`config.mk`:
```
export PLATFORM = sky130hd
export DESIGN_NAME = calendar_date_counter
export DESIGN_NICKNAME = d
export VERILOG_FILES = /design/src/hw/rtl/cdc_pkg.sv /design/src/hw/rtl/cdc_front.sv /design/src/hw/rtl/cdc_queue.sv /design/src/hw/rtl/cdc_back.sv /design/src/hw/rtl/calendar_date_counter.sv
export SDC_FILE = /design/constraint.sdc
export NUM_CORES = 1
export LEC_CHECK = 0
export BUFFER_PORTS_ARGS = -buffer_cell sky130_fd_sc_hd__buf_2
export CAP_MARGIN = 20
export CORE_MARGIN = 2
export CORE_UTILIZATION = 52
export CTS_BUF_LIST = sky130_fd_sc_hd__clkbuf_2
export DETAILED_ROUTE_END_ITERATION = 10
export GPL_TIMING_DRIVEN = 0
export HOLD_SLACK_MARGIN = 0.08
export PLACE_DENSITY = 0.76
export SYNTH_ARGS = -nofsm -noshare
export SYNTH_HDL_FRONTEND = slang
export SYNTH_HIERARCHICAL = 1
export SYNTH_SLANG_ARGS = --single-unit
export TNS_END_PERCENT = 100
```
`constraint.sdc`:
```
create_clock -name clk -period 4.1 [get_ports clk]
set_input_delay 0.41 -clock clk [delete_from_list [all_inputs] [get_ports clk]]
set_output_delay 0.41 -clock clk [all_outputs]
set_load 0.005 [all_outputs]
```
`src/hw/rtl/cdc_pkg.sv`:
```
// Shared types, codes and calendar helper functions for the date counter.
`timescale 1ns / 1ps

package cdc_pkg;

    localparam int REQ_W    = 2;
    localparam int STATUS_W = 3;
    localparam int MONTH_W  = 4;
    localparam int DAY_W    = 5;
    localparam int YEAR_W   = 14;
    localparam int DIFF_W   = 23;
    localparam int MOD100_W = 7;
    localparam int MOD400_W = 9;

    // request codes
    localparam logic [REQ_W-1:0] REQ_LOAD = 2'd0;
    localparam logic [REQ_W-1:0] REQ_INC  = 2'd1;
    localparam logic [REQ_W-1:0] REQ_DEC  = 2'd2;
    localparam logic [REQ_W-1:0] REQ_DIFF = 2'd3;

    // status codes
    localparam logic [STATUS_W-1:0] ST_OK        = 3'd0;
    localparam logic [STATUS_W-1:0] ST_BAD_YEAR  = 3'd1;
    localparam logic [STATUS_W-1:0] ST_BAD_MONTH = 3'd2;
    localparam logic [STATUS_W-1:0] ST_BAD_DAY   = 3'd3;
    localparam logic [STATUS_W-1:0] ST_RANGE     = 3'd4;
    localparam logic [STATUS_W-1:0] ST_NO_DATE   = 3'd5;

    localparam logic [MONTH_W-1:0] MONTH_JAN = 4'd1;
    localparam logic [MONTH_W-1:0] MONTH_FEB = 4'd2;
    localparam logic [MONTH_W-1:0] MONTH_MAR = 4'd3;
    localparam logic [MONTH_W-1:0] MONTH_DEC = 4'd12;
    localparam logic [DAY_W-1:0]   DAY_FIRST = 5'd1;
    localparam logic [DAY_W-1:0]   DAY_LAST_DEC = 5'd31;

    // day number arithmetic
    localparam int DAYS_PER_YEAR = 365;
    localparam int DN_BIAS       = 306;
    localparam int DIV100_MUL    = 5243;  // floor(y/100) = (y*5243) >> 19 for 14-bit y
    localparam int DIV100_SHIFT  = 19;
    localparam int DN_W          = 24;    // working width, result fits DIFF_W

    localparam logic [MOD100_W-1:0] MOD100_LAST = 7'd99;
    localparam logic [MOD400_W-1:0] MOD400_LAST = 9'd399;

    localparam int QUEUE_DEPTH = 2;
    localparam int QPTR_W      = $clog2(QUEUE_DEPTH);
    localparam int QCNT_W      = $clog2(QUEUE_DEPTH + 1);

    // one classified request as it travels from front to back
    typedef struct packed {
        logic [REQ_W-1:0]    req;
        logic [STATUS_W-1:0] chk;      // validity of the given date
        logic [MONTH_W-1:0]  month;
        logic [DAY_W-1:0]    day;
        logic [YEAR_W-1:0]   year;
        logic [MOD100_W-1:0] mod100;   // year mod 100
        logic [MOD400_W-1:0] mod400;   // year mod 400
        logic [DIFF_W-1:0]   dnum;     // March-based day number of the given date
    } cdc_item_t;

    typedef struct packed {
        logic full;
        logic head_valid;
    } cdc_q_status_t;

    function automatic logic is_leap(input logic [MOD100_W-1:0] mod100,
                                     input logic [MOD400_W-1:0] mod400);
        is_leap = (mod400 == '0) || ((mod100 != '0) && (mod400[1:0] == 2'd0));
    endfunction

    function automatic logic [DAY_W-1:0] days_in(input logic [MONTH_W-1:0] month,
                                                 input logic leap);
        if (month inside {4'd1, 4'd3, 4'd5, 4'd7, 4'd8, 4'd10, 4'd12}) begin
            days_in = 5'd31;
        end else if (month inside {4'd4, 4'd6, 4'd9, 4'd11}) begin
            days_in = 5'd30;
        end else if (month == MONTH_FEB) begin
            days_in = leap ? 5'd29 : 5'd28;
        end else begin
            days_in = 5'd0;
        end
    endfunction

    // (153*m' - 457)/5 with m' = m+12 for Jan/Feb
    function automatic logic [8:0] month_offset(input logic [MONTH_W-1:0] month);
        case (month)
            4'd1:    month_offset = 9'd306;
            4'd2:    month_offset = 9'd337;
            4'd3:    month_offset = 9'd0;
            4'd4:    month_offset = 9'd31;
            4'd5:    month_offset = 9'd61;
            4'd6:    month_offset = 9'd92;
            4'd7:    month_offset = 9'd122;
            4'd8:    month_offset = 9'd153;
            4'd9:    month_offset = 9'd184;
            4'd10:   month_offset = 9'd214;
            4'd11:   month_offset = 9'd245;
            4'd12:   month_offset = 9'd275;
            default: month_offset = 9'd0;
        endcase
    endfunction

endpackage

```
`src/hw/rtl/cdc_front.sv`:
```
// Front end: checks the given date and works out its leap data and day number.
`timescale 1ns / 1ps

module cdc_front
    import cdc_pkg::*;
#(
    parameter int YEAR_MAX = 9999
)
(
    input  logic [REQ_W-1:0]   req_type,
    input  logic [MONTH_W-1:0] in_month,
    input  logic [DAY_W-1:0]   in_day,
    input  logic [YEAR_W-1:0]  in_year,
    output cdc_item_t          item
);

    logic [26:0]         prod100;
    logic [7:0]          q100;
    logic [5:0]          q400;
    logic [11:0]         q4;
    logic [YEAR_W-1:0]   r100_full;
    logic [YEAR_W-1:0]   r400_full;
    logic [MOD100_W-1:0] r100;
    logic [MOD400_W-1:0] r400;
    logic                leap;
    logic                year_ok;
    logic                month_ok;
    logic                day_ok;
    logic                early;
    logic [YEAR_W-1:0]   ya;
    logic [11:0]         aq4;
    logic [7:0]          aq100;
    logic [5:0]          aq400;
    logic [DN_W-1:0]     dsum;
    logic [STATUS_W-1:0] chk;

    always_comb
    begin
        prod100   = 27'(in_year) * 27'(DIV100_MUL);
        q100      = prod100[26:DIV100_SHIFT];
        q400      = q100[7:2];
        q4        = in_year[YEAR_W-1:2];
        r100_full = in_year - YEAR_W'(16'(q100) * 16'd100);
        r400_full = in_year - YEAR_W'(16'(q400) * 16'd400);
        r100      = r100_full[MOD100_W-1:0];
        r400      = r400_full[MOD400_W-1:0];
        leap      = is_leap(r100, r400);

        year_ok  = (in_year != '0) && (in_year <= YEAR_W'(YEAR_MAX));
        month_ok = (in_month >= MONTH_JAN) && (in_month <= MONTH_DEC);
        day_ok   = (in_day != '0) && (in_day <= days_in(in_month, leap));

        if (!year_ok) begin
            chk = ST_BAD_YEAR;
        end else if (!month_ok) begin
            chk = ST_BAD_MONTH;
        end else if (!day_ok) begin
            chk = ST_BAD_DAY;
        end else begin
            chk = ST_OK;
        end

        // Jan/Feb count as months 13/14 of the previous year
        early = (in_month < MONTH_MAR);
        ya    = in_year - YEAR_W'(early);
        aq4   = q4 - 12'(early && (in_year[1:0] == 2'd0));
        aq100 = q100 - 8'(early && (r100 == '0));
        aq400 = q400 - 6'(early && (r400 == '0));

        dsum = DN_W'(ya) * DN_W'(DAYS_PER_YEAR)
             + DN_W'(aq4) - DN_W'(aq100) + DN_W'(aq400)
             + DN_W'(month_offset(in_month)) + DN_W'(in_day) - DN_W'(DN_BIAS);

        item.req    = req_type;
        item.chk    = chk;
        item.month  = in_month;
        item.day    = in_day;
        item.year   = in_year;
        item.mod100 = r100;
        item.mod400 = r400;
        item.dnum   = dsum[DIFF_W-1:0];
    end

endmodule

```
`src/hw/rtl/cdc_queue.sv`:
```
// Two-entry queue between the front end and the date keeper.
`timescale 1ns / 1ps

module cdc_queue
    import cdc_pkg::*;
(
    input  logic          clk,
    input  logic          rst_n,
    input  logic          push,
    input  cdc_item_t     push_item,
    input  logic          pop,
    output cdc_item_t     head_item,
    output cdc_q_status_t qstat
);

    cdc_item_t         entry_reg [QUEUE_DEPTH];
    logic [QPTR_W-1:0] wr_ptr_reg;
    logic [QPTR_W-1:0] wr_ptr_next;
    logic [QPTR_W-1:0] rd_ptr_reg;
    logic [QPTR_W-1:0] rd_ptr_next;
    logic [QCNT_W-1:0] count_reg;
    logic [QCNT_W-1:0] count_next;

    always_comb
    begin
        wr_ptr_next = wr_ptr_reg;
        rd_ptr_next = rd_ptr_reg;
        count_next  = count_reg;
        if (push) begin
            wr_ptr_next = (wr_ptr_reg == QPTR_W'(QUEUE_DEPTH - 1)) ? '0 : wr_ptr_reg + 1'b1;
        end
        if (pop) begin
            rd_ptr_next = (rd_ptr_reg == QPTR_W'(QUEUE_DEPTH - 1)) ? '0 : rd_ptr_reg + 1'b1;
        end
        if (push && !pop) begin
            count_next = count_reg + 1'b1;
        end else if (pop && !push) begin
            count_next = count_reg - 1'b1;
        end
    end

    always_ff @(posedge clk or negedge rst_n)
    begin
        if (!rst_n) begin
            wr_ptr_reg <= '0;
            rd_ptr_reg <= '0;
            count_reg  <= '0;
        end else begin
            wr_ptr_reg <= wr_ptr_next;
            rd_ptr_reg <= rd_ptr_next;
            count_reg  <= count_next;
        end
    end

    always_ff @(posedge clk)
    begin
        if (push) begin
            entry_reg[wr_ptr_reg] <= push_item;
        end
    end

    assign head_item        = entry_reg[rd_ptr_reg];
    assign qstat.full       = (count_reg == QCNT_W'(QUEUE_DEPTH));
    assign qstat.head_valid = (count_reg != '0);

endmodule

```
`src/hw/rtl/cdc_back.sv`:
```
// Back end: holds the date, carries out each request and registers the result beat.
`timescale 1ns / 1ps

module cdc_back
    import cdc_pkg::*;
#(
    parameter int YEAR_MAX = 9999
)
(
    input  logic                clk,
    input  logic                rst_n,
    input  logic                head_valid,
    input  cdc_item_t           head_item,
    output logic                pop,
    output logic                out_valid,
    input  logic                out_stall,
    output logic [STATUS_W-1:0] status,
    output logic [MONTH_W-1:0]  out_month,
    output logic [DAY_W-1:0]    out_day,
    output logic [YEAR_W-1:0]   out_year,
    output logic [DIFF_W-1:0]   day_difference
);

    logic [MONTH_W-1:0]  month_reg,  month_next;
    logic [DAY_W-1:0]    day_reg,    day_next;
    logic [YEAR_W-1:0]   year_reg,   year_next;
    logic [MOD100_W-1:0] mod100_reg, mod100_next;
    logic [MOD400_W-1:0] mod400_reg, mod400_next;
    logic [DIFF_W-1:0]   dnum_reg,   dnum_next;
    logic                loaded_reg, loaded_next;

    logic                ovalid_reg, ovalid_next;
    logic [STATUS_W-1:0] ostatus_reg, ostatus_next;
    logic [DIFF_W-1:0]   odiff_reg,  odiff_next;
    logic [MONTH_W-1:0]  omonth_reg;
    logic [DAY_W-1:0]    oday_reg;
    logic [YEAR_W-1:0]   oyear_reg;

    logic                leap;
    logic [DAY_W-1:0]    dim;
    logic [DAY_W-1:0]    dim_prev;

    assign pop = head_valid && (!ovalid_reg || !out_stall);

    always_comb
    begin
        month_next   = month_reg;
        day_next     = day_reg;
        year_next    = year_reg;
        mod100_next  = mod100_reg;
        mod400_next  = mod400_reg;
        dnum_next    = dnum_reg;
        loaded_next  = loaded_reg;
        ostatus_next = ST_OK;
        odiff_next   = '0;

        leap     = is_leap(mod100_reg, mod400_reg);
        dim      = days_in(month_reg, leap);
        dim_prev = days_in(month_reg - 1'b1, leap);

        if (head_item.req == REQ_LOAD) begin
            ostatus_next = head_item.chk;
            if (head_item.chk == ST_OK) begin
                month_next  = head_item.month;
                day_next    = head_item.day;
                year_next   = head_item.year;
                mod100_next = head_item.mod100;
                mod400_next = head_item.mod400;
                dnum_next   = head_item.dnum;
                loaded_next = 1'b1;
            end
        end else if (!loaded_reg) begin
            ostatus_next = ST_NO_DATE;
        end else begin
            case (head_item.req)
                REQ_INC:
                begin
                    if (day_reg < dim) begin
                        day_next  = day_reg + 1'b1;
                        dnum_next = dnum_reg + 1'b1;
                    end else if (month_reg < MONTH_DEC) begin
                        month_next = month_reg + 1'b1;
                        day_next   = DAY_FIRST;
                        dnum_next  = dnum_reg + 1'b1;
                    end else if (year_reg < YEAR_W'(YEAR_MAX)) begin
                        year_next   = year_reg + 1'b1;
                        month_next  = MONTH_JAN;
                        day_next    = DAY_FIRST;
                        dnum_next   = dnum_reg + 1'b1;
                        mod100_next = (mod100_reg == MOD100_LAST) ? '0 : mod100_reg + 1'b1;
                        mod400_next = (mod400_reg == MOD400_LAST) ? '0 : mod400_reg + 1'b1;
                    end else begin
                        ostatus_next = ST_RANGE;
                    end
                end
                REQ_DEC:
                begin
                    if (day_reg > DAY_FIRST) begin
                        day_next  = day_reg - 1'b1;
                        dnum_next = dnum_reg - 1'b1;
                    end else if (month_reg > MONTH_JAN) begin
                        month_next = month_reg - 1'b1;
                        day_next   = dim_prev;
                        dnum_next  = dnum_reg - 1'b1;
                    end else if (year_reg > YEAR_W'(1)) begin
                        year_next   = year_reg - 1'b1;
                        month_next  = MONTH_DEC;
                        day_next    = DAY_LAST_DEC;
                        dnum_next   = dnum_reg - 1'b1;
                        mod100_next = (mod100_reg == '0) ? MOD100_LAST : mod100_reg - 1'b1;
                        mod400_next = (mod400_reg == '0) ? MOD400_LAST : mod400_reg - 1'b1;
                    end else begin
                        ostatus_next = ST_RANGE;
                    end
                end
                REQ_DIFF:
                begin
                    ostatus_next = head_item.chk;
                    if (head_item.chk == ST_OK) begin
                        odiff_next = (dnum_reg >= head_item.dnum) ?
                                     dnum_reg - head_item.dnum : head_item.dnum - dnum_reg;
                    end
                end
                default:
                begin
                    ostatus_next = ST_OK;
                end
            endcase
        end

        ovalid_next = pop || (ovalid_reg && out_stall);
    end

    always_ff @(posedge clk or negedge rst_n)
    begin
        if (!rst_n) begin
            month_reg  <= '0;
            day_reg    <= '0;
            year_reg   <= '0;
            mod100_reg <= '0;
            mod400_reg <= '0;
            dnum_reg   <= '0;
            loaded_reg <= 1'b0;
            ovalid_reg <= 1'b0;
        end else begin
            ovalid_reg <= ovalid_next;
            if (pop) begin
                month_reg  <= month_next;
                day_reg    <= day_next;
                year_reg   <= year_next;
                mod100_reg <= mod100_next;
                mod400_reg <= mod400_next;
                dnum_reg   <= dnum_next;
                loaded_reg <= loaded_next;
            end
        end
    end

    // result beat payload
    always_ff @(posedge clk)
    begin
        if (pop) begin
            ostatus_reg <= ostatus_next;
            odiff_reg   <= odiff_next;
            omonth_reg  <= month_next;
            oday_reg    <= day_next;
            oyear_reg   <= year_next;
        end
    end

    assign out_valid      = ovalid_reg;
    assign status         = ostatus_reg;
    assign out_month      = omonth_reg;
    assign out_day        = oday_reg;
    assign out_year       = oyear_reg;
    assign day_difference = odiff_reg;

endmodule

```
`src/hw/rtl/calendar_date_counter.sv`:
```
// An accepted request beat is retired by the back end into its registered result beat.
// Throughput: one request per cycle unless in_stall; the keeper retires one queued request
// per cycle unless out_stall; the queue takes up to two beats while a result waits.
// Reset (rst_n, async, active low): no date loaded, stored date all zero, queue and
// result register empty. No clearing pass is needed.
`timescale 1ns / 1ps

module calendar_date_counter
    import cdc_pkg::*;
#(
    parameter int YEAR_MAX = 9999
)
(
    input  logic                clk,
    input  logic                rst_n,

    // request channel
    input  logic                in_valid,
    output logic                in_stall,
    input  logic [REQ_W-1:0]    req_type,
    input  logic [MONTH_W-1:0]  in_month,
    input  logic [DAY_W-1:0]    in_day,
    input  logic [YEAR_W-1:0]   in_year,

    // result channel
    output logic                out_valid,
    input  logic                out_stall,
    output logic [STATUS_W-1:0] status,
    output logic [MONTH_W-1:0]  out_month,
    output logic [DAY_W-1:0]    out_day,
    output logic [YEAR_W-1:0]   out_year,
    output logic [DIFF_W-1:0]   day_difference
);

    // Front end: validates the given date and precomputes its day number and
    // year-mod-100/400 residues, so the back end never divides.
    cdc_item_t     front_item;
    cdc_item_t     head_item;
    cdc_q_status_t qstat;
    logic          push;
    logic          pop;

    cdc_front #(
        .YEAR_MAX (YEAR_MAX)
    ) u_front (
        .req_type (req_type),
        .in_month (in_month),
        .in_day   (in_day),
        .in_year  (in_year),
        .item     (front_item)
    );

    // input beat is taken whenever the queue has room
    assign in_stall = qstat.full;
    assign push     = in_valid && !qstat.full;

    cdc_queue u_queue (
        .clk       (clk),
        .rst_n     (rst_n),
        .push      (push),
        .push_item (front_item),
        .pop       (pop),
        .head_item (head_item),
        .qstat     (qstat)
    );

    // Back end: keeps the date plus its running day number; a difference is
    // just one compare and subtract against the precomputed number of the given date.
    cdc_back #(
        .YEAR_MAX (YEAR_MAX)
    ) u_back (
        .clk            (clk),
        .rst_n          (rst_n),
        .head_valid     (qstat.head_valid),
        .head_item      (head_item),
        .pop            (pop),
        .out_valid      (out_valid),
        .out_stall      (out_stall),
        .status         (status),
        .out_month      (out_month),
        .out_day        (out_day),
        .out_year       (out_year),
        .day_difference (day_difference)
    );

`ifndef SYNTHESIS
    // a nonzero difference only comes with a good status
    assert property (@(posedge clk) disable iff (!rst_n)
        (out_valid && (day_difference != '0)) |-> (status == ST_OK))
        else $error("day difference reported with error status");

    // a successful step, load or difference always leaves a real date behind
    assert property (@(posedge clk) disable iff (!rst_n)
        (out_valid && (status == ST_OK)) |->
        ((out_month >= MONTH_JAN) && (out_month <= MONTH_DEC) && (out_day != '0)
         && (out_year != '0)))
        else $error("ok result carries an invalid date");

    // a popped request always lands in the result register
    assert property (@(posedge clk) disable iff (!rst_n)
        pop |=> out_valid)
        else $error("request retired without a result beat");
`endif

endmodule
```
==> flow_summary.json <==
{
  "critPathLaunchType": "input port",
  "antenna_found_initial": 3,
  "ant_nets": 0,
  "cp.required_ns": 4.85,
  "die_y_um": 226,
  "relSlewSlack_pct": 35.4,
  "synthXorXnorAreaFrac_pct": 4.85,
  "grt_max_degree": 68,
  "rsz0062_at_grt": "true",
  "synthMuxAreaShare_pct": 4.42,
  "critPathSlowestCell": "fa_1",
  "fin_skew_ns": 0.0664,
  "ys.flop_type": "edfxtp_1",
  "dr.pass1.iters": 6,
  "timing.fmax_mhz": 89.7,
  "fin_crit_sh_pct": 272,
  "hold_violations": 0,
  "fin_nets": 3511,
  "ys_seq_area_share_pct": 28.0,
  "fin_ws_ns": -7.05,
  "synth-simple-area-share_pct": 11.0,
  "ios": 80,
  "grt_pass1_vias": 21200,
  "synthAdderAreaFrac_pct": 28.6,
  "cpMostUsedCell": "fa_1",
  "cp_top_family": "adder cells",
  "cp.arrival_ns": 11.90,
  "syn-instance-count": 2671,
  "dr_total_vias": 21500,
  "gr-total-overflow": 0,
  "cts_max_level": 2,
  "drtIter0Drc": 1923,
  "synth_top_family_by_area": "adder cells",
  "viasPerCell": 5.79,
  "dp_hpwl_um": 55400,
  "grt_pass1_wl_um": 116000,
  "outcome": "finished with violations",
  "drive_gt1_share_pct": 24.6,
  "final_cell_mix": "inv_1 (351), ha_1 (280), edfxtp_1 (183)",
  "min_period_ns": 11.15,
  "cts.sinks": 251,
  "cts-root-buf": "clkbuf_2",
  "die_area_um2": 51300,
  "async_reset_ff_share_pct": 27.1,
  "final_common_cell": "inv_1",
  "timing.hold.ws_ns": 0.197,
  "synth-compound-area-share_pct": 14.8,
  "ys_types": 112,
  "grtUsageTotal_pct": 29.1,
  "cts_buffer_depth": 3,
  "routed_wl_um": 76200,
  "route.detailed.drc": 0,
  "largest_reg_flops": 134,
  "slew_violations": 0,
  "worst-slew-pin-transition_ns": 0.969,
  "syn_nets": 3194,
  "clkLatencyLatePin_ns": 1.01,
  "drv_cap": 0,
  "violations": "negative setup slack",
  "crit_path_end_kind": "register",
  "core_area_um2": 48800,
  "hold_path.class": "input port to register",
  "cts_buffers": 61,
  "gp_congestion": 0.961,
  "crit_type": "input port to register",
  "detail_route.wl_per_cell_um": 20.6,
  "cpPeakStageDelay_ns": 0.56,
  "ys_ff_latch": 251,
  "placed_area_um2": 27400,
  "start_util_pct": 52.7,
  "final_area_um2": 31100,
  "area_growth_pct": 20.8,
  "timing.critical_path.buf_inv": 9,
  "setup_violations": 68,
  "cts.clk_slew.worst_paths_ns": 0.11,
  "port_buffers": 77,
  "synth_area_um2": 25700,
  "syn_avg_cell_area_um2": 9.63,
  "die_width_um": 226,
  "cts_tree": "done",
  "rows": 81,
  "yosys_warnings": 6,
  "synth-edff-count": 183,
  "cp_max_fo": 5
}
[final cells by class]
| type | instances | area [um2] |
|---|---|---|
| clock inverter | 28 | 160 |
| timing repair buffer | 266 | 2190 |
| inverter | 391 | 1500 |
| antenna | 1 | 2.50 |
| clock buffer | 85 | 425 |
| tap | 664 | 831 |
| sequential | 251 | 7200 |
| multi-input combinational | 1902 | 18000 |
| buffer | 115 | 742 |
| fill | 3953 | 17800 |
[cell usage after synthesis (all sizes together), types with 39 or more instances]
master    n  share of area (%)
xor2     39                1.4
xnor2    98                3.4
nand3    54                1.1
nor2    159                2.3
a21o     43                1.3
inv     388                5.7
ha      341                 17
dfrtp    68                6.6
nand2   187                2.7
fa      153                 12
a21oi   159                3.1
o21ai   159                3.1
nor3     42               0.88
edfxtp  183                 21
clkbuf   60               0.88
buf      67                1.8
mux2     78                3.7
[per-layer routing]
layer / up-vias / track usage [%] / wire length, um
met5: - / 0 / 30
met4: 4 / 12.8 / 3430
met3: 219 / 4.17 / 4920
met2: 885 / 48.5 / 36300
met1: 10400 / 37.8 / 31500
li1: 9937 / - / -
[cells by family (layout without fill, tap and decap cells)]
family          after synthesis  in the layout
fa+ha+maj                   496            496
mux                          95             95
buf+inv                     518            885
compound gates              583            583
xor+xnor                    138            138
simple gates                589            589
flops                       251            251
other cells                   1              2
[metrics by stage]
stage               worst slack (ns)  utilization [%]  setup TNS, ns  std cells
global placement               -8.54             55.9        -427.49       3412
detailed placement             -8.72             56.2        -411.76       3417
global route                   -7.29             63.6        -307.03       3703
floorplan                      -7.03                -        -304.66       2671
CTS                            -6.57             61.3        -268.68       3644
finish                         -7.05             63.6        -296.23       3703
[final timing paths]
path / start / end / slack, ns / depth (start not counted)
hold reg to reg: u_queue/count_reg[1] / u_queue/count_reg[1] / 0.49 / 1
min in group asynchronous: rst_n / u_back/day_reg[4] / 0.50 / 4
setup / recovery: in_year[12] / u_queue/entry_reg[1][22] / -7.05 / 48
setup reg to reg: u_queue/rd_ptr_reg / u_back/day_difference[20] / 0.06 / 16
hold / removal: req_type[1] / u_queue/entry_reg[1][66] / 0.20 / 2
max in group asynchronous: rst_n / u_back/mod400_reg[4] / 3.30 / 4
[what timing repair did]
item                                   4_1_cts  5_1_grt
setup endpoints to repair                  137      141
buffers inserted                            93       63
endpoints found under the hold margin      168        3
gates resized for setup                    195      144
pin swaps                                   90       84
cloned                                       0        1
hold buffers                                32        1
Power is left out: the tool's default activity adds up to more than one toggle a clock period on the data nets, which glitch-free logic cannot reach.
